===== config.mk =====
export PLATFORM = sky130hd
export DESIGN_NAME = es_descriptor_payload_extract
export DESIGN_NICKNAME = d
export VERILOG_FILES = /design/src/rtl/esdpe_pkg.sv /design/src/rtl/esdpe_front.sv /design/src/rtl/esdpe_queue.sv /design/src/rtl/esdpe_back.sv /design/src/rtl/es_descriptor_payload_extract.sv
export SDC_FILE = /design/constraint.sdc
export NUM_CORES = 1
export LEC_CHECK = 0
export ABC_CLOCK_PERIOD_IN_PS = 3200
export BUFFER_PORTS_ARGS = -buffer_cell sky130_fd_sc_hd__buf_2
export CAP_MARGIN = 40
export CORE_MARGIN = 4
export CORE_UTILIZATION = 50
export DETAILED_ROUTE_END_ITERATION = 6
export GPL_TIMING_DRIVEN = 0
export PLACE_DENSITY = 0.66
export SLEW_MARGIN = 30
export SYNTH_ARGS = -nofsm -noshare
export SYNTH_HDL_FRONTEND = slang
export SYNTH_HIERARCHICAL = 1
export SYNTH_SLANG_ARGS = --single-unit

===== constraint.sdc =====
create_clock -name clk -period 3.2 [get_ports clk]
set_clock_uncertainty 0.1 [all_clocks]
set_input_delay 0 -clock clk [delete_from_list [all_inputs] [get_ports clk]]
set_output_delay 0 -clock clk [all_outputs]
set_load 0.01 [all_outputs]

===== src/rtl/esdpe_pkg.sv =====
// ----------------------------------------------------------------------------
// esdpe_pkg
// Shared types and constants for the ES descriptor payload extractor.
// ----------------------------------------------------------------------------
package esdpe_pkg;

  // Parser phases, one per field of the descriptor.
  typedef enum logic [3:0] {
    PH_IDLE,
    PH_LEN,
    PH_ESID,
    PH_FLAGS,
    PH_DEP,
    PH_URLLEN,
    PH_URL,
    PH_OCR,
    PH_DCTAG,
    PH_DCLEN,
    PH_DCFIX,
    PH_INTAG,
    PH_INLEN,
    PH_PAYLOAD,
    PH_DONE
  } phase_t;

  // Stages of the optional field chain.
  typedef enum logic [1:0] {
    OPT_DEP,
    OPT_URL,
    OPT_OCR,
    OPT_NONE
  } opt_stage_t;

  // One payload word as it travels through the queue.
  typedef struct packed {
    logic [7:0] data;
    logic       last;
  } payload_word_t;

  // Outcome of picking the next optional field.
  typedef struct packed {
    phase_t phase;
    logic   load_cnt;
  } opt_sel_t;

  localparam int unsigned QUEUE_DEPTH    = 4;
  localparam logic [7:0]  SHORT_FIELD_LEN = 8'd2;
  localparam logic [7:0]  DC_FIXED_BYTES  = 8'd13;

endpackage


===== src/rtl/esdpe_front.sv =====
// ----------------------------------------------------------------------------
// esdpe_front
// Byte parser: walks the descriptor fields and pushes payload words into
// the queue.
// ----------------------------------------------------------------------------
module esdpe_front (
  input  logic                    clk,
  input  logic                    rst_n,
  input  logic                    in_valid,
  output logic                    in_stall,
  input  logic [7:0]              in_data_byte,
  input  logic                    in_start_req,
  input  logic                    q_full,
  output logic                    push_valid,
  output esdpe_pkg::payload_word_t push_word
);

  esdpe_pkg::phase_t phase_r, phase_nxt;
  logic [2:0]        flags_r, flags_nxt;
  logic [7:0]        cnt_r, cnt_nxt;
  logic [31:0]       size_r, size_nxt;
  logic [31:0]       rem_r, rem_nxt;

  logic              accept;
  logic [7:0]        cnt_dec;
  logic [31:0]       size_shift;
  logic              size_end;
  esdpe_pkg::opt_sel_t opt;

  // Pick the first optional field at or after the given stage whose flag is set.
  function automatic esdpe_pkg::opt_sel_t enter_optional(
    input esdpe_pkg::opt_stage_t stage,
    input logic [2:0]            flags
  );
    esdpe_pkg::opt_sel_t sel;
    sel.load_cnt = 1'b0;
    if (stage == esdpe_pkg::OPT_DEP && flags[2]) begin
      sel.phase    = esdpe_pkg::PH_DEP;
      sel.load_cnt = 1'b1;
    end else if ((stage == esdpe_pkg::OPT_DEP || stage == esdpe_pkg::OPT_URL) &&
                 flags[1]) begin
      sel.phase = esdpe_pkg::PH_URLLEN;
    end else if (stage != esdpe_pkg::OPT_NONE && flags[0]) begin
      sel.phase    = esdpe_pkg::PH_OCR;
      sel.load_cnt = 1'b1;
    end else begin
      sel.phase = esdpe_pkg::PH_DCTAG;
    end
    return sel;
  endfunction

  // The queue is the only thing that holds the input back.
  assign in_stall = q_full;
  assign accept   = in_valid && !q_full;

  assign cnt_dec    = cnt_r - 8'd1;
  assign size_shift = {size_r[24:0], in_data_byte[6:0]};
  assign size_end   = !in_data_byte[7];

  // Next phase and field bookkeeping for each accepted word.
  always_comb begin
    phase_nxt  = phase_r;
    flags_nxt  = flags_r;
    cnt_nxt    = cnt_r;
    size_nxt   = size_r;
    rem_nxt    = rem_r;
    push_valid = 1'b0;
    opt        = enter_optional(esdpe_pkg::OPT_NONE, 3'd0);
    push_word.data = in_data_byte;
    push_word.last = (rem_r == 32'd1);
    if (accept) begin
      if (in_start_req) begin
        phase_nxt = esdpe_pkg::PH_LEN;
        flags_nxt = 3'd0;
        cnt_nxt   = 8'd0;
        size_nxt  = 32'd0;
        rem_nxt   = 32'd0;
      end else begin
        case (phase_r)
          esdpe_pkg::PH_LEN: begin
            size_nxt = size_shift;
            if (size_end) begin
              size_nxt  = 32'd0;
              phase_nxt = esdpe_pkg::PH_ESID;
              cnt_nxt   = esdpe_pkg::SHORT_FIELD_LEN;
            end
          end
          esdpe_pkg::PH_ESID: begin
            cnt_nxt = cnt_dec;
            if (cnt_dec == 8'd0) phase_nxt = esdpe_pkg::PH_FLAGS;
          end
          esdpe_pkg::PH_FLAGS: begin
            flags_nxt = in_data_byte[7:5];
            opt       = enter_optional(esdpe_pkg::OPT_DEP, in_data_byte[7:5]);
            phase_nxt = opt.phase;
            if (opt.load_cnt) cnt_nxt = esdpe_pkg::SHORT_FIELD_LEN;
          end
          esdpe_pkg::PH_DEP: begin
            cnt_nxt = cnt_dec;
            if (cnt_dec == 8'd0) begin
              opt       = enter_optional(esdpe_pkg::OPT_URL, flags_r);
              phase_nxt = opt.phase;
              if (opt.load_cnt) cnt_nxt = esdpe_pkg::SHORT_FIELD_LEN;
            end
          end
          esdpe_pkg::PH_URLLEN: begin
            if (in_data_byte == 8'd0) begin
              opt       = enter_optional(esdpe_pkg::OPT_OCR, flags_r);
              phase_nxt = opt.phase;
              if (opt.load_cnt) cnt_nxt = esdpe_pkg::SHORT_FIELD_LEN;
            end else begin
              cnt_nxt   = in_data_byte;
              phase_nxt = esdpe_pkg::PH_URL;
            end
          end
          esdpe_pkg::PH_URL: begin
            cnt_nxt = cnt_dec;
            if (cnt_dec == 8'd0) begin
              opt       = enter_optional(esdpe_pkg::OPT_OCR, flags_r);
              phase_nxt = opt.phase;
              if (opt.load_cnt) cnt_nxt = esdpe_pkg::SHORT_FIELD_LEN;
            end
          end
          esdpe_pkg::PH_OCR: begin
            cnt_nxt = cnt_dec;
            if (cnt_dec == 8'd0) phase_nxt = esdpe_pkg::PH_DCTAG;
          end
          esdpe_pkg::PH_DCTAG: begin
            size_nxt  = 32'd0;
            phase_nxt = esdpe_pkg::PH_DCLEN;
          end
          esdpe_pkg::PH_DCLEN: begin
            size_nxt = size_shift;
            if (size_end) begin
              size_nxt  = 32'd0;
              phase_nxt = esdpe_pkg::PH_DCFIX;
              cnt_nxt   = esdpe_pkg::DC_FIXED_BYTES;
            end
          end
          esdpe_pkg::PH_DCFIX: begin
            cnt_nxt = cnt_dec;
            if (cnt_dec == 8'd0) phase_nxt = esdpe_pkg::PH_INTAG;
          end
          esdpe_pkg::PH_INTAG: begin
            size_nxt  = 32'd0;
            phase_nxt = esdpe_pkg::PH_INLEN;
          end
          esdpe_pkg::PH_INLEN: begin
            size_nxt = size_shift;
            if (size_end) begin
              rem_nxt   = size_shift;
              phase_nxt = (size_shift != 32'd0) ? esdpe_pkg::PH_PAYLOAD
                                                : esdpe_pkg::PH_DONE;
            end
          end
          esdpe_pkg::PH_PAYLOAD: begin
            push_valid = 1'b1;
            rem_nxt    = rem_r - 32'd1;
            if (rem_r == 32'd1) phase_nxt = esdpe_pkg::PH_DONE;
          end
          default: begin
          end
        endcase
      end
    end
  end

  // Parser state registers.
  always_ff @(posedge clk) begin
    if (!rst_n) begin
      phase_r <= esdpe_pkg::PH_IDLE;
      flags_r <= 3'd0;
      cnt_r   <= 8'd0;
      size_r  <= 32'd0;
      rem_r   <= 32'd0;
    end else begin
      phase_r <= phase_nxt;
      flags_r <= flags_nxt;
      cnt_r   <= cnt_nxt;
      size_r  <= size_nxt;
      rem_r   <= rem_nxt;
    end
  end

  // The payload phase always has at least one word left to send.
  a_payload_nonzero: assert property (@(posedge clk) disable iff (!rst_n)
    phase_r == esdpe_pkg::PH_PAYLOAD |-> rem_r != 32'd0)
    else $error("payload phase with nothing remaining");

  // A start word restarts parsing with cleared counters.
  a_start_restart: assert property (@(posedge clk) disable iff (!rst_n)
    accept && in_start_req |=> phase_r == esdpe_pkg::PH_LEN && rem_r == 32'd0)
    else $error("start word did not restart the parser");

  // Only payload-phase words reach the queue.
  a_push_phase: assert property (@(posedge clk) disable iff (!rst_n)
    push_valid |-> phase_r == esdpe_pkg::PH_PAYLOAD && !in_start_req)
    else $error("push outside the payload phase");

endmodule


===== src/rtl/esdpe_queue.sv =====
// ----------------------------------------------------------------------------
// esdpe_queue
// Short register queue that decouples the parser from the output stage.
// ----------------------------------------------------------------------------
module esdpe_queue #(
  parameter int unsigned Depth = esdpe_pkg::QUEUE_DEPTH
) (
  input  logic                    clk,
  input  logic                    rst_n,
  input  logic                    push_valid,
  input  esdpe_pkg::payload_word_t push_word,
  output logic                    q_full,
  input  logic                    pop,
  output logic                    q_valid,
  output esdpe_pkg::payload_word_t q_word
);

  localparam int unsigned PtrW = (Depth > 1) ? $clog2(Depth) : 1;
  localparam int unsigned CntW = $clog2(Depth + 1);

  esdpe_pkg::payload_word_t entries_r [Depth];
  logic [PtrW-1:0] wr_ptr_r, wr_ptr_nxt;
  logic [PtrW-1:0] rd_ptr_r, rd_ptr_nxt;
  logic [CntW-1:0] count_r, count_nxt;
  logic            do_push;
  logic            do_pop;

  assign q_full  = (count_r == CntW'(Depth));
  assign q_valid = (count_r != '0);
  assign q_word  = entries_r[rd_ptr_r];
  assign do_push = push_valid && !q_full;
  assign do_pop  = pop && q_valid;

  // Pointer and fill count update with wrap at the queue depth.
  always_comb begin
    wr_ptr_nxt = wr_ptr_r;
    rd_ptr_nxt = rd_ptr_r;
    count_nxt  = count_r;
    if (do_push) begin
      wr_ptr_nxt = (wr_ptr_r == PtrW'(Depth - 1)) ? '0 : wr_ptr_r + 1'b1;
    end
    if (do_pop) begin
      rd_ptr_nxt = (rd_ptr_r == PtrW'(Depth - 1)) ? '0 : rd_ptr_r + 1'b1;
    end
    if (do_push && !do_pop) begin
      count_nxt = count_r + 1'b1;
    end else if (do_pop && !do_push) begin
      count_nxt = count_r - 1'b1;
    end
  end

  // Control registers.
  always_ff @(posedge clk) begin
    if (!rst_n) begin
      wr_ptr_r <= '0;
      rd_ptr_r <= '0;
      count_r  <= '0;
    end else begin
      wr_ptr_r <= wr_ptr_nxt;
      rd_ptr_r <= rd_ptr_nxt;
      count_r  <= count_nxt;
    end
  end

  // Queue storage needs no reset.
  always_ff @(posedge clk) begin
    if (do_push) begin
      entries_r[wr_ptr_r] <= push_word;
    end
  end

  // The fill count never passes the depth.
  a_count_range: assert property (@(posedge clk) disable iff (!rst_n)
    count_r <= CntW'(Depth))
    else $error("queue count exceeds depth");

  // The parser never pushes into a full queue.
  a_no_overflow: assert property (@(posedge clk) disable iff (!rst_n)
    push_valid |-> !q_full)
    else $error("push into full queue");

  // The output stage never pops an empty queue.
  a_no_underflow: assert property (@(posedge clk) disable iff (!rst_n)
    pop |-> q_valid)
    else $error("pop from empty queue");

endmodule


===== src/rtl/esdpe_back.sv =====
// ----------------------------------------------------------------------------
// esdpe_back
// Output register stage: takes words from the queue and holds them while
// the receiver stalls.
// ----------------------------------------------------------------------------
module esdpe_back (
  input  logic                    clk,
  input  logic                    rst_n,
  input  logic                    q_valid,
  input  esdpe_pkg::payload_word_t q_word,
  output logic                    pop,
  output logic                    out_valid,
  input  logic                    out_stall,
  output logic [7:0]              out_payload_byte,
  output logic                    out_payload_last
);

  logic                     out_valid_r, out_valid_nxt;
  esdpe_pkg::payload_word_t word_r;
  logic                     load;

  // The register takes a new word when empty or when its word leaves.
  assign load = !out_valid_r || !out_stall;
  assign pop  = load && q_valid;

  always_comb begin
    out_valid_nxt = out_valid_r;
    if (load) out_valid_nxt = q_valid;
  end

  always_ff @(posedge clk) begin
    if (!rst_n) begin
      out_valid_r <= 1'b0;
    end else begin
      out_valid_r <= out_valid_nxt;
    end
  end

  // Payload register.
  always_ff @(posedge clk) begin
    if (pop) word_r <= q_word;
  end

  assign out_valid        = out_valid_r;
  assign out_payload_byte = word_r.data;
  assign out_payload_last = word_r.last;

  // A word waiting in the queue fills an empty output register.
  a_fill_empty: assert property (@(posedge clk) disable iff (!rst_n)
    !out_valid_r && q_valid |-> pop)
    else $error("output register left empty with queued word");

endmodule


===== src/rtl/es_descriptor_payload_extract.sv =====
// ----------------------------------------------------------------------------
// es_descriptor_payload_extract
// Extracts the decoder-specific payload from an ES descriptor byte stream.
// ----------------------------------------------------------------------------
// Usage:
//   The input channel (in_valid, in_stall, in_data_byte, in_start_req) takes
//   one descriptor byte per word; in_start_req marks the tag byte of a new
//   descriptor and restarts the parser. The output channel (out_valid,
//   out_stall, out_payload_byte, out_payload_last) returns one word per
//   payload byte, with out_payload_last on the final one.
//   Throughput is one input word per cycle while in_stall is low. A payload
//   byte accepted by the parser is written into the queue at the same edge
//   and moves from the queue into the output register when that can load.
//   When the receiver stalls, the output register holds its word and the
//   queue (QueueDepth entries) fills; in_stall rises only when the queue is
//   full, so up to QueueDepth + 1 payload words are held before input stops.
//   Non-payload bytes never produce output and are taken even while the
//   output is stalled, as long as the queue has room.
//   Reset (rst_n low, synchronous) empties the queue and output register and
//   puts the parser in its wait-for-start phase; bytes before the first
//   start word are dropped.
// ----------------------------------------------------------------------------
module es_descriptor_payload_extract #(
  parameter int unsigned QueueDepth = esdpe_pkg::QUEUE_DEPTH
) (
  input  logic       clk,
  input  logic       rst_n,
  input  logic       in_valid,
  output logic       in_stall,
  input  logic [7:0] in_data_byte,
  input  logic       in_start_req,
  output logic       out_valid,
  input  logic       out_stall,
  output logic [7:0] out_payload_byte,
  output logic       out_payload_last
);

  logic                     q_full;
  logic                     push_valid;
  esdpe_pkg::payload_word_t push_word;
  logic                     pop;
  logic                     q_valid;
  esdpe_pkg::payload_word_t q_word;

  // Parser front end.
  esdpe_front u_front (
    .clk          (clk),
    .rst_n        (rst_n),
    .in_valid     (in_valid),
    .in_stall     (in_stall),
    .in_data_byte (in_data_byte),
    .in_start_req (in_start_req),
    .q_full       (q_full),
    .push_valid   (push_valid),
    .push_word    (push_word)
  );

  // Decoupling queue.
  esdpe_queue #(
    .Depth (QueueDepth)
  ) u_queue (
    .clk        (clk),
    .rst_n      (rst_n),
    .push_valid (push_valid),
    .push_word  (push_word),
    .q_full     (q_full),
    .pop        (pop),
    .q_valid    (q_valid),
    .q_word     (q_word)
  );

  // Output stage.
  esdpe_back u_back (
    .clk              (clk),
    .rst_n            (rst_n),
    .q_valid          (q_valid),
    .q_word           (q_word),
    .pop              (pop),
    .out_valid        (out_valid),
    .out_stall        (out_stall),
    .out_payload_byte (out_payload_byte),
    .out_payload_last (out_payload_last)
  );

endmodule

# Word level (Yosys, flattened, before mapping)
# Memories as Yosys holds them, arrays and structs flattened. A register that Yosys moved wholly into a read port is not among the register bits.
# Index checks and enable logic that the tools add are counted.
totals:
  ff_bits: 79
  latch_bits: 0
  ram_bits: 36
  rom_bits: 0
  inputBits: 13
  out_inout_bits: 11
  word_cells: 139
  memories: 1
memory_table:
  columns: ["memory", "words", "width", "rd", "rd_ports_with_merged_regs", "wr", "line_no", "text"]
  rows:
  - ["u_queue.entries_r", 4, 9, 1, 1, 1, "esdpe_queue.sv:21", "esdpe_pkg::payload_word_t entries_r [Depth];"]
classes:
  n_addsub: 6
  mul: 0
  div_mod_pow: 0
  magnitude_cmp: 0
  eq_ne: 28
  shift: 0
  mux: 65
  bitwise: 0
  reduce_logical: 30
op_table:
  columns: ["op", "count"]
  rows:
  - ["2-to-1 mux 5 bit", 16]
  - ["2-to-1 mux 8 bit", 10]
  - ["case mux 25 bit (3 select lines)", 1]
  - ["2-to-1 mux 32 bit", 2]
  - ["case mux 32 bit (2 select lines)", 1]
  - ["2-to-1 mux 4 bit", 15]
  - ["case mux 8 bit (7 select lines)", 1]
  - ["case mux 4 bit (13 select lines)", 1]
  - ["2-to-1 mux 25 bit", 2]
  - ["equality test 32 x 1 -> 1 bit, second input constant", 1]
  - ["nonzero test 32 bit", 1]
  - ["subtractor 32 x 1 -> 32 bit, second input constant", 1]
  - ["equality test 4 bit, second input constant", 6]
  - ["!= test 3 x 2 -> 1 bit, second input constant", 7]
  - ["equality test 4 x 3 -> 1 bit, second input constant", 4]
  - ["logical NOT 8 bit", 2]
  - ["nonzero test 14 bit", 1]
  - ["AND reduction 11 bit", 1]
  - ["2-to-1 mux 2 bit", 5]
  - ["2-to-1 mux 1 bit", 9]
  - ["!= test 3 bit, second input constant", 3]
  - ["equality test 4 x 2 -> 1 bit, second input constant", 2]
  - ["nonzero test 8 bit", 1]
  - ["subtractor 8 x 1 -> 8 bit, second input constant", 1]
  - ["19 further kinds", 35]

# Longest topological paths before layout
# Gate-level depths: netlist of run 1.
logic_depth:
  word_depth: 10
  ltp_mapped: 13
  mapped_depth_nobuf: 10

# Cells and area by module
# The synthesis of run 1 kept the hierarchy.
by_module_without_submodules:
  columns: ["module", "n_inst", "cells_each", "area_per_inst_um2", "seq_area_each_um2"]
  rows:
  - ["esdpe_front", 1, 617, 4443.0, 1421.4]
  - ["esdpe_queue", 1, 98, 1775.5, 1261.2]
  - ["esdpe_back", 1, 13, 309.0, 290.3]

# Worst setup path before layout of run 1
# Ideal clock, no wire load.
synth_path:
  path_kind: "register to register"
  from: "reg u_front.phase_r[2]"
  to: "reg u_queue.count_r[2]"
  setup_time_ns: 0.076
  t_arrival_ns: 2.783
  required_time_ns: 3.024
  slack_ns: 0.242
  stages_incl_launch_ff: 14
  n_path_buf: 3
  period_less_slack_ns: 2.958
  cell_sequence: "dfxtp_1 > clkbuf_1 > nand4b_1 > nand2b_1 > clkbuf_1 > nor2_1 > nor2b_1 > buf_2 > ha_1 > inv_1 > fa_1 > xor2_1 > or3_2 > a21boi_0"
synth_between:
  elab_chain_len: 8
  elab_cells_between_ends: 10
  classes_between: "eq/ne (1); mux (4); reduce/logical (5)"
synth_lines:
  columns: ["element", "line_no", "text"]
  rows:
  - ["from (decl)", "esdpe_front.sv:18", "esdpe_pkg::phase_t phase_r, phase_nxt;"]
  - ["from (signal assigned)", "esdpe_front.sv:171", "phase_r <= esdpe_pkg::PH_IDLE;"]
  - ["from (signal assigned)", "esdpe_front.sv:177", "phase_r <= phase_nxt;"]
  - ["equality test 4 bit *", "esdpe_front.sv:79", "case (phase_r)"]
  - ["2-to-1 mux 1 bit *", "esdpe_front.sv:79", null]
  - ["2-to-1 mux 1 bit *", "esdpe_front.sv:72", "if (in_start_req) begin"]
  - ["2-to-1 mux 1 bit *", "esdpe_front.sv:71", "if (accept) begin"]
  - ["net push_valid", "es_descriptor_payload_extract.sv:39", "logic push_valid;"]
  - ["logical AND 1 bit *", "esdpe_queue.sv:31", "assign do_push = push_valid && !q_full;"]
  - ["net u_queue.do_push", "esdpe_queue.sv:25", "logic do_push;"]
  - ["logical NOT 1 bit", "esdpe_queue.sv:47", "end else if (do_pop && !do_push) begin"]
  - ["logical AND 1 bit", "esdpe_queue.sv:47", null]
  - ["nonzero test 2 bit (no source line)", null, null]
  - ["to (signal assigned)", "esdpe_queue.sv:61", "count_r <= count_nxt;"]
  - ["to (decl)", "esdpe_queue.sv:24", "logic [CntW-1:0] count_r, count_nxt;"]
# Mark *: on every way through the listed nets, which the timed path passes. The rest lies on a longest branch.
# A chain may end at the register's enable or synchronous reset.

# Final worst setup path of run 1
layout_path:
  from: "reg u_front.phase_r[1]"
  to: "reg u_queue.count_r[2]"
# The elaborated chain is that of the path after synthesis.

==> results.sh, run 1 <==
export IMPL_crit_cells=12
export IMPL_yosysMostFrequentCell="dfxtp_1"
export IMPL_setup_tns_ns=0
export IMPL_hold_viol_final=0
export IMPL_antenna_cells=0
export IMPL_multiInputGateArea_um2=3220
export IMPL_rows=41
export IMPL_synth_common_cells="81 x dfxtp_1, 79 x nand2_1, 72 x a21oi_1"
export IMPL_clk_latency_ns=0.42
export IMPL_firstDrtPassIters=5
export IMPL_htreeDepth=4
export IMPL_post_drt_wl_per_cell_um=19.0
export IMPL_areaGrowthSynthToFinish_pct=16.0
export IMPL_numCtsBuffers=17
export IMPL_hold_class="in2reg"
export IMPL_async_reset_ff_share_pct=0
export IMPL_ff_latch_area_um2=2970
export IMPL_postSynthCellCount=728
export IMPL_die_w_um=122
export IMPL_worst_slew_pin_transition_ns=0.762
export IMPL_max_stage_delay_ns=0.40
export IMPL_grt_pass1_vias=5670
export IMPL_slew_viol_final=0
export IMPL_crit_arrival_ns=3.23
export IMPL_synth_top_family_by_area="simple AND/OR/NAND/NOR gates"
export IMPL_yosysWarningCount=6
export IMPL_yosys_cell_types_count=74
export IMPL_cp_max_fo=9
export IMPL_synthXorXnorAreaFrac_pct=1.34
export IMPL_relSlewSlack_pct=48.8
export IMPL_cp_cell_sequence="clkbuf_1 > nand4b_1 > nand2b_4 > nor2_4 > nor2b_1 > buf_2 > ha_1 > inv_1 > fa_1 > xor2_1 > or3_2 > a21boi_0"
export IMPL_dr_total_vias=5911
export IMPL_maxCapViolCount=0
export IMPL_ant_nets=0
export IMPL_p_leak_uw=0.00270
export IMPL_rsz0062_at_grt="false"
export IMPL_max_freq_mhz=335
export IMPL_io_pin_count=24
export IMPL_yosys_area_share_simple_pct=21.6
export IMPL_synth_seq_area_share_pct=45.5
export IMPL_period_minus_slack_ns=2.99
export IMPL_syn_area_um2=6530
export IMPL_synth_fa_ha_area_share_pct=2.22
export IMPL_p_per_area_nw_per_um2=517
export IMPL_setup_violations_final=0
export IMPL_drt_wl_total_um=18300
export IMPL_gp_congestion=0.935
export IMPL_dieArea_um2=14900
export IMPL_cp_top_family="simple AND/OR/NAND/NOR gates"
export IMPL_tritoncts="done"
export IMPL_ir_drop_mv=0.364
export IMPL_vias_per_cell=6.14
export IMPL_fillerInstances=1160
export IMPL_synth_top_area_share_pct=24.8
export IMPL_antenna_found_initial=0
export IMPL_ff2ff_path_depth=12
export IMPL_drive_gt1_share_pct=11.5
export IMPL_r2r_slack_ns=0.21
export IMPL_r2r_end="u_queue/count_r[2]"
export IMPL_drc=0
export IMPL_synthMuxAreaShare_pct=4.98
export IMPL_synth_top_area_cell="dfxtp_1"
export IMPL_finalCritPeriodShare_pct=93.3
export IMPL_initial_core_util_pct=51.3
export IMPL_endpoint_kind="register"
export IMPL_cts_path_max_buffers=2
export IMPL_nets=802
export IMPL_ys_seq_elements=126
export IMPL_ys_dominant_reg_cell="dfxtp_1"
export IMPL_hpwlAfterDp_um=12700
export IMPL_syn_area_per_cell_um2=8.97
export IMPL_clockRootBuffer="clkbuf_16"
export IMPL_ys_top_cells_by_area="dfxtp_1 25%, edfxtp_1 21%, a21oi_1 5.5%"
export IMPL_cp_slowest_cell="or3_2"
export IMPL_status="completed"
export IMPL_p_total_uw=3920
export IMPL_grt_pass1_wl_um=29300
export IMPL_startpoint="u_front/phase_r[1]"
export IMPL_cts_sinks=126
export IMPL_clkSlewWorstSetupHoldPaths_ns=0.05
export IMPL_crit_buf_inv=3
export IMPL_track_usage_pct=25.4
export IMPL_start_kind="register"
export IMPL_hold_start="in_data_byte[5]"
export IMPL_endpoint="u_queue/count_r[2]"
export IMPL_coreArea_um2=12700
export IMPL_synth_edf_count=45
export IMPL_synth_compound_area_share_pct=19.0
export IMPL_reg2reg_from="u_front/phase_r[1]"
export IMPL_path_class="reg2reg"
export IMPL_whs_path_depth=3
export IMPL_crit_required_ns=3.44
export IMPL_syn_num_nets=752
export IMPL_grt_max_degree=17
export IMPL_drtIter0Drc=809
export IMPL_die_height_um=122
export IMPL_io_buffer_count=19
export IMPL_grt_ovfl_total=0
## worst min-delay path by stage
stage	to	slack, ns
2_1_floorplan	u_back/out_valid	0.03
3_3_place_gp	u_queue/entries_r[2][8]	0.10
3_5_place_dp	u_queue/entries_r[1][8]	0.11
4_1_cts	u_front/size_r[5]	0.02
5_1_grt	u_front/size_r[5]	0.05
6_report	u_front/size_r[5]	0.06
## layout make-up
| type | instances | area share [%] |
|---|---|---|
| timing repair buffer | 35 | 3.21 |
| clock inverter | 13 | 1.95 |
| sequential | 126 | 39.3 |
| tap | 172 | 2.84 |
| buffer | 51 | 3.40 |
| inverter | 20 | 0.992 |
| multi-input combinational | 527 | 42.6 |
| clock buffer | 19 | 5.72 |
## metrics by stage
stage,instance area [um2],setup slack [ns],std cells,hold WS [ns],util (%)
after floorplan,6530,0.242,728,0.0282,-
after global placement,6840,-0.219,919,0.101,53.7
after detailed placement,6850,-0.262,921,0.107,53.8
after CTS,7540,0.00398,961,0.0234,59.3
after global routing,7570,0.00144,963,0.0547,59.5
final,7570,0.213,963,0.0583,59.5
## flip-flops by register name, indices dropped and copies added, names as in the netlist, named ones only
name / cells
u_back/out_payload_byte: 8
u_back/out_payload_last: 1
u_back/out_valid: 1
u_front/cnt_r: 8
u_front/flags_r: 2
u_front/phase_r: 4
u_front/rem_r: 32
u_front/size_r: 25
u_queue/count_r: 3
u_queue/entries_r: 36
u_queue/rd_ptr_r: 2
u_queue/wr_ptr_r: 2
## power by group
part | internal, uW | switching [uW] | total [uW] | leakage [uW]
Sequential | 1660 | 12.4 | 1680 | 0.00107
Clock | 1210 | 699 | 1910 | 0.000277
Combinational | 108 | 222 | 330 | 0.00136
Total | 2980 | 933 | 3920 | 0.00270
## worst min-delay path: cells and delay by family
family	cells	cell delay [ns]
buffers and inverters	1	0.28
AND/OR/NAND/NOR	1	0.16
AO/OA/AOI/OAI	1	0.08
## cell families after synthesis
logic type	after synthesis
simple gates	285
compound gates	200
xor+xnor	10
flops	126
buf+inv	75
fa+ha+maj	11
mux	21
## repair_timing
item                       in CTS  in global routing
setup endpoints to repair       1                  1
buffers inserted                0                  1
pin swaps                       0                  0
hold endpoints to repair       46                  1
hold buffers                   12                  1
gates resized for setup         2                  4
## per-layer routing
metal  wire length, um  vias up  share of wire (%)  track usage, %
met5                 0        -                  0               0
met4               535        0                2.9            10.9
met2              8520      269                 47            40.8
met1              7870     2814                 43            33.1
li1                  -     2772                  -               -
met3              1360       56                7.4            5.62
## layout by cell type, fill, tap and decap left out, types with 4 or more instances in the layout
cell           instances
and2_1                 7
clkinv_1               5
nand3_1               38
nand2b_1               6
and3_1                 6
a221oi_1               4
nand4_1                7
nor2b_1               11
nand3b_1               4
buf_2                 24
ha_1                  10
clkbuf_1              35
buf_4                 10
or3_1                  4
o31ai_1                7
a22oi_1               14
nor3_1                26
inv_1                 18
dlygate4sd3_1         14
a21oi_1               72
nor3b_1                5
xor2_1                 6
a21o_1                 5
o21ai_0               50
dfxtp_1               80
nor2_1                62
mux2i_1               10
mux4_2                 9
o21a_1                 4
clkbuf_16             17
o41ai_1                4
edfxtp_1              45
nor4_1                12
nand2_1               79
xnor2_1                4
o211ai_1               4
Note: power is estimated with default switching activity, not from simulation.
==> inputs of run 2 (changes only) <==
RECOVER_POWER = 100   (was unset)
==> run 2 against run 1 <==
  * Non-clock buffer count is the same
  * Final cell count is the same
  * Total power shrank 0.15%
  * Worst hold slack gained 0.0017 ns
  * Design area shrank 0.79%
  * First-iteration DRC count grew 2.1%
  * Combinational power shrank 2%
  * Setup slack gained 0.0053 ns
  * Critical path depth is the same
  * Die area is the same
  * Register-to-register slack is essentially flat
==> results.sh, run 2 (synthesis results as in run 1) <==
export IMPL_cts_path_max_buffers=2
export IMPL_cp_max_fo=9
export IMPL_dieArea_um2=14900
export IMPL_power_switching_uw=932
export IMPL_utilization_pct=59.0
export IMPL_pwr_share_clk_pct=48.8
export IMPL_relSlewSlack_pct=49.2
export IMPL_r2r_end="u_queue/count_r[2]"
export IMPL_cp_slowest_cell="or3_2"
export IMPL_power_share_combinational_pct=8.3
export IMPL_clockRootBuffer="clkbuf_16"
export IMPL_top_register="u_queue/entries_r"
export IMPL_drc=0
export IMPL_hold_viol_final=0
export IMPL_switching_share_pct=23.8
export IMPL_setup_violations_final=0
export IMPL_antenna_found_initial=0
export IMPL_rows=41
export IMPL_initial_core_util_pct=51.3
export IMPL_io_pin_count=24
export IMPL_firstDrtPassIters=6
export IMPL_largest_reg_flops=36
export IMPL_cp_cell_sequence="clkbuf_1 > nand4b_1 > nand2b_4 > nor2_4 > nor2b_1 > buf_2 > ha_1 > inv_1 > fa_1 > xor2_1 > or3_2 > a21boi_0"
export IMPL_drtIter0Drc=826
export IMPL_areaGrowthSynthToFinish_pct=15.0
export IMPL_layout_common_cells="80 x dfxtp_1, 79 x nand2_1, 72 x a21oi_1"
export IMPL_crit_arrival_ns=3.22
export IMPL_die_w_um=122
export IMPL_path_class="reg2reg"
export IMPL_track_usage_pct=25.4
export IMPL_io_buffer_count=19
export IMPL_dp_cells=921
export IMPL_clkSlewWorstSetupHoldPaths_ns=0.05
export IMPL_cts_sinks=126
export IMPL_hpwlAfterDp_um=12700
export IMPL_endpoint_kind="register"
export IMPL_top_regs="u_queue/entries_r: 36 flops, u_front/rem_r: 32 flops, u_front/size_r: 25 flops"
export IMPL_hold_class="in2reg"
export IMPL_finalCritPeriodShare_pct=93.2
export IMPL_ff2ff_path_depth=12
export IMPL_grt_pass1_vias=5670
export IMPL_max_freq_mhz=335
export IMPL_vias_per_cell=6.22
export IMPL_numCtsBuffers=17
export IMPL_stdcell_count=963
export IMPL_ir_drop_mv=0.363
export IMPL_hold_start="in_data_byte[5]"
export IMPL_gp_congestion=0.935
export IMPL_p_int_uw=2980
export IMPL_grt_max_degree=17
export IMPL_maxCapViolCount=0
export IMPL_start_kind="register"
export IMPL_max_stage_delay_ns=0.40
export IMPL_crit_required_ns=3.44
export IMPL_antenna_cells=0
export IMPL_p_leak_uw=0.00261
export IMPL_grt_ovfl_total=0
export IMPL_ant_nets=0
export IMPL_seqPwrFrac_pct=42.9
export IMPL_coreArea_um2=12700
export IMPL_clk_latency_ns=0.42
export IMPL_status="completed"
export IMPL_grt_pass1_wl_um=29300
export IMPL_p_per_area_nw_per_um2=521
export IMPL_fillerInstances=1185
export IMPL_reg2reg_from="u_front/phase_r[1]"
export IMPL_final_common_cell="dfxtp_1"
export IMPL_whs_path_depth=3
export IMPL_tritoncts="done"
export IMPL_min_to="u_front/size_r[5]"
export IMPL_drive_gt1_share_pct=8.09
export IMPL_r2r_slack_ns=0.22
export IMPL_nets=802
export IMPL_period_minus_slack_ns=2.98
export IMPL_dr_total_vias=5988
export IMPL_worst_slew_pin_transition_ns=0.763
export IMPL_drt_wl_total_um=18400
export IMPL_post_drt_wl_per_cell_um=19.1
export IMPL_slew_viol_final=0
export IMPL_rsz0062_at_grt="false"
export IMPL_htreeDepth=4
export IMPL_die_height_um=122
[run 2: cell count changes in the layout (fill, tap and decap cells not counted), sizes merged]
cell	before	now
buf	39	14
clkbuf	52	77
[run 2: layout make-up]
class | instances | area (um2) | area share [%]
Timing Repair Buffer | 35 | 223 | 2.97
Buffer | 51 | 226 | 3.02
Clock buffer | 19 | 433 | 5.76
Multi-Input combinational cell | 527 | 3220 | 42.8
Clock inverter | 13 | 148 | 1.97
Inverter | 20 | 75.1 | 1.00
Tap cell | 172 | 215 | 2.87
Sequential cell | 126 | 2970 | 39.6
[run 2: timing repair]
action,4_1_cts,5_1_grt
endpoints found under the hold margin,46,1
buffers inserted,0,1
endpoints found under the setup margin,1,1
gates resized for setup,2,4
hold buffers,12,1
[run 2: worst max-delay path by stage]
stage | start | to | slack, ns | cells after the start
finish | u_front/phase_r[1] | u_queue/count_r[2] | 0.22 | 12
CTS | u_front/phase_r[1] | u_queue/count_r[2] | 0.004 | 12
floorplan | u_front/phase_r[2] | u_queue/count_r[2] | 0.24 | 13
detailed placement | u_front/phase_r[2] | u_queue/count_r[2] | -0.26 | 13
global placement | u_queue/count_r[0] | u_queue/count_r[2] | -0.22 | 9
global route | u_front/phase_r[1] | u_queue/count_r[2] | 0.0007 | 12
[run 2: per-layer routing]
metal	GRT usage, %	routed length, um	vias up
met1	33.1	7870	2856
met4	10.9	508	0
met3	5.62	1500	58
met2	40.8	8520	294
met5	0	0	-
li1	-	-	2780
[run 2: stage by stage]
step	setup WS (ns)	cell area, um2	hold WS (ns)	total power [uW]	TNS, ns
2_1_floorplan	0.242	6530	0.0282	1920	0
3_3_place_gp	-0.219	6840	0.101	2010	-0.286
3_5_place_dp	-0.262	6850	0.107	2020	-0.262
4_1_cts	0.00398	7540	0.0234	3930	0
5_1_grt	0.000694	7510	0.0547	4040	0
6_report	0.218	7510	0.0600	3910	0
[run 2: critical path, delay by kind of cell, from the launching register on]
family	cells	cell delay (ns)
compound gates	1	0.16
flops	1	0.29
fa+ha+maj	2	0.59
xor+xnor	1	0.18
simple gates	5	1.15
buf+inv	3	0.42
[run 2: power by group through the flow]
| stage | sequential [uW] | clock [uW] | combinational (uW) |
|---|---|---|---|
| 4_1_cts | 1680 | 1940 | 319 |
| 3_5_place_dp | 1710 | 0 | 310 |
| 2_1_floorplan | 1700 | 0 | 219 |
| 3_3_place_gp | 1710 | 0 | 303 |
| 6_report | 1680 | 1910 | 324 |
| 5_1_grt | 1680 | 2010 | 351 |
==> inputs of run 3 (changes only) <==
ABC_CLOCK_PERIOD_IN_PS = 3350   (was 3200)
CORE_MARGIN = 2   (was 4)
SYNTH_HIERARCHICAL = unset   (was 1)
clock period = 3.35 ns   (was 3.2 ns; I/O delays follow)
==> run 3 against run 2 <==
  * Die area is 8.6% lower
  * Synthesized cell count is 4.4% lower
  * Worst hold slack better by 0.036 ns
  * Count of clock-buffer cells in the layout is 2 lower
  * Via count is 3.5% lower
==> results.sh, run 3 <==
export IMPL_final_common_cell="dfxtp_1"
export IMPL_grt_max_degree=17
export IMPL_cts_path_max_buffers=2
export IMPL_crit_cells=7
export IMPL_largest_reg_flops=36
export IMPL_dieArea_um2=13700
export IMPL_gp_congestion=0.981
export IMPL_drt_wl_total_um=18400
export IMPL_antenna_found_initial=0
export IMPL_cp_top_family="simple AND/OR/NAND/NOR gates"
export IMPL_dr_total_vias=5778
export IMPL_yosysMostFrequentCell="dfxtp_1"
export IMPL_top_register="u_queue.entries_r"
export IMPL_status="completed"
export IMPL_reg2reg_from="u_front.phase_r[2]"
export IMPL_fillerInstances=1152
export IMPL_endpoint_kind="register"
export IMPL_p_per_area_nw_per_um2=603
export IMPL_grt_pass1_vias=5344
export IMPL_crit_required_ns=3.59
export IMPL_p_total_uw=4460
export IMPL_worst_slew_pin_transition_ns=1.25
export IMPL_finalCritPeriodShare_pct=94.2
export IMPL_relSlewSlack_pct=15.5
export IMPL_synth_seq_area_share_pct=46.0
export IMPL_synth_common_cells="79 x dfxtp_1, 77 x nand2_1, 57 x a21oi_1"
export IMPL_synth_top_area_share_pct=24.8
export IMPL_use_met1_pct=36.6
export IMPL_yosys_cell_types_count=73
export IMPL_startpoint="u_front.phase_r[2]"
export IMPL_clkSlewWorstSetupHoldPaths_ns=0.06
export IMPL_die_w_um=117
export IMPL_max_freq_mhz=317
export IMPL_ys_top_cells_by_area="dfxtp_1 25%, edfxtp_1 21%, nand2_1 4.5%"
export IMPL_vias_per_cell=6.17
export IMPL_place_area_um2=6700
export IMPL_clk_latency_ns=0.42
export IMPL_coreArea_um2=12500
export IMPL_syn_area_um2=6370
export IMPL_final_area_um2=7390
export IMPL_setup_violations_final=0
export IMPL_syn_area_per_cell_um2=9.16
export IMPL_tritoncts="done"
export IMPL_layout_common_cells="79 x dfxtp_1, 77 x nand2_1, 64 x clkbuf_1"
export IMPL_antenna_cells=0
export IMPL_r2r_slack_ns=0.19
export IMPL_top_regs="u_queue.entries_r: 36 flops, u_front.rem_r: 32 flops, u_front.size_r: 25 flops"
export IMPL_path_class="reg2reg"
export IMPL_critical_path_most_common_cell="clkbuf_1"
export IMPL_endpoint="u_front.rem_r[3]"
export IMPL_grt_pass1_wl_um=28800
export IMPL_max_stage_delay_ns=0.65
export IMPL_nets=775
export IMPL_async_reset_ff_share_pct=0
export IMPL_ir_drop_mv=0.387
export IMPL_io_buffer_count=23
export IMPL_clockRootBuffer="clkbuf_16"
export IMPL_yosysWarningCount=0
export IMPL_track_usage_pct=28.2
export IMPL_crit_arrival_ns=3.40
export IMPL_rsz0062_at_grt="false"
export IMPL_synth_edf_count=45
export IMPL_hpwlAfterDp_um=12900
export IMPL_start_kind="register"
export IMPL_synth_top_area_cell="dfxtp_1"
export IMPL_p_leak_uw=0.00255
export IMPL_drc=0
export IMPL_maxCapViolCount=0
export IMPL_slew_viol_final=0
export IMPL_crit_buf_inv=2
export IMPL_ys_seq_elements=124
export IMPL_syn_num_nets=720
export IMPL_post_drt_wl_per_cell_um=19.7
export IMPL_use_met2_pct=46.1
export IMPL_grtUsageMet3_pct=5.72
export IMPL_ff2ff_path_depth=7
export IMPL_grt_ovfl_total=0
export IMPL_ys_dominant_reg_cell="dfxtp_1"
export IMPL_cts_sinks=124
export IMPL_io_pin_count=24
export IMPL_postSynthCellCount=696
export IMPL_drive_gt1_share_pct=8.38
export IMPL_cp_slowest_cell="nor3_1"
export IMPL_die_height_um=117
export IMPL_drtIter0Drc=659
export IMPL_cp_max_fo=10
export IMPL_firstDrtPassIters=5
export IMPL_top_usage_layer="met2"
export IMPL_rows=41
export IMPL_initial_core_util_pct=50.9
export IMPL_numCtsBuffers=17
export IMPL_hold_class="in2reg"
export IMPL_r2r_end="u_front.rem_r[3]"
export IMPL_hold_viol_final=0
export IMPL_cp_cell_sequence="clkbuf_1 > nand2_1 > or3_1 > nor3_1 > clkbuf_1 > o211ai_1 > a21oi_1"
export IMPL_period_minus_slack_ns=3.16
export IMPL_areaGrowthSynthToFinish_pct=15.9
export IMPL_ant_nets=0
export IMPL_htreeDepth=4
[run 3: kinds of logic after synthesis]
kind of cell | after synthesis | share of synthesized area [%]
AOI/OAI and AO/OA | 190 | 19.8
xor gates and xnor gates | 12 | 1.65
adders and majority gates | 11 | 2.28
buffers and inverters | 65 | 4.20
DFF | 124 | 46.0
muxes | 12 | 3.65
and+or+nand+nor | 282 | 22.4
[run 3: repair_timing]
| action | 4_1_cts | 5_1_grt |
|---|---|---|
| pin swaps | 0 | 1 |
| resized for setup | 1 | 1 |
| endpoints found under the hold margin | 49 | 0 |
| setup endpoints to repair | 1 | 1 |
| hold buffers | 10 | 0 |
| buffers inserted | 0 | 2 |
[run 3: where the power goes]
part | switching, uW | leakage (uW) | internal [uW]
clock network | 724 | 0.000297 | 1180
registers | 55.5 | 0.00104 | 1690
logic | 503 | 0.00121 | 303
[run 3: through the flow]
stage / std cells / util [%] / hold WS (ns) / setup TNS, ns / setup slack, ns
4_1_cts: 933 / 59.3 / 0.0524 / 0 / 0.0290
3_3_place_gp: 891 / 53.6 / 0.162 / -0.173 / -0.173
6_report: 936 / 59.0 / 0.0960 / 0 / 0.194
2_1_floorplan: 696 / - / -0.00113 / 0 / 0.640
5_1_grt: 936 / 59.0 / 0.0783 / 0 / 0.0431
3_5_place_dp: 891 / 53.6 / 0.173 / -0.165 / -0.165
[run 3: final cells by class]
class                      instances  area (um2)  share of cell area (%)
multi-input combinational        507        3160                    42.8
sequential                       124        2930                    39.7
clock buffer                      17         425                    5.76
tap                              172         215                    2.91
buffer                            50         208                    2.81
timing repair buffer              36         205                    2.78
clock inverter                    15         185                    2.51
inverter                          15        56.3                   0.762
[run 3: worst reg2reg max path, delay by kind of cell, from the launching register on]
| kind | cells | cell delay [ns] |
|---|---|---|
| AO/OA/AOI/OAI | 2 | 0.37 |
| flip-flops | 1 | 0.34 |
| AND/OR/NAND/NOR | 3 | 1.33 |
| buffers and inverters | 2 | 0.95 |
[run 3: how the worst min path moves through the flow]
stage,from,endpoint,slack (ns),cells past startpoint
floorplan,in_data_byte[0],u_queue.entries_r[0][1],-0.001,0
global placement,out_stall,u_back.out_valid,0.16,3
detailed placement,out_stall,u_back.out_valid,0.17,3
CTS,in_start_req,u_front.phase_r[1],0.05,4
global route,in_start_req,u_front.phase_r[1],0.08,4
finish,in_start_req,u_front.phase_r[1],0.1,4
[run 3: layer usage]
layer | routed length (um) | up-vias | part of all wire [%]
met4 | 597 | 0 | 3.2
met1 | 7840 | 2719 | 43
met5 | 0 | - | 0
li1 | - | 2736 | -
met3 | 1310 | 45 | 7.1
met2 | 8690 | 278 | 47
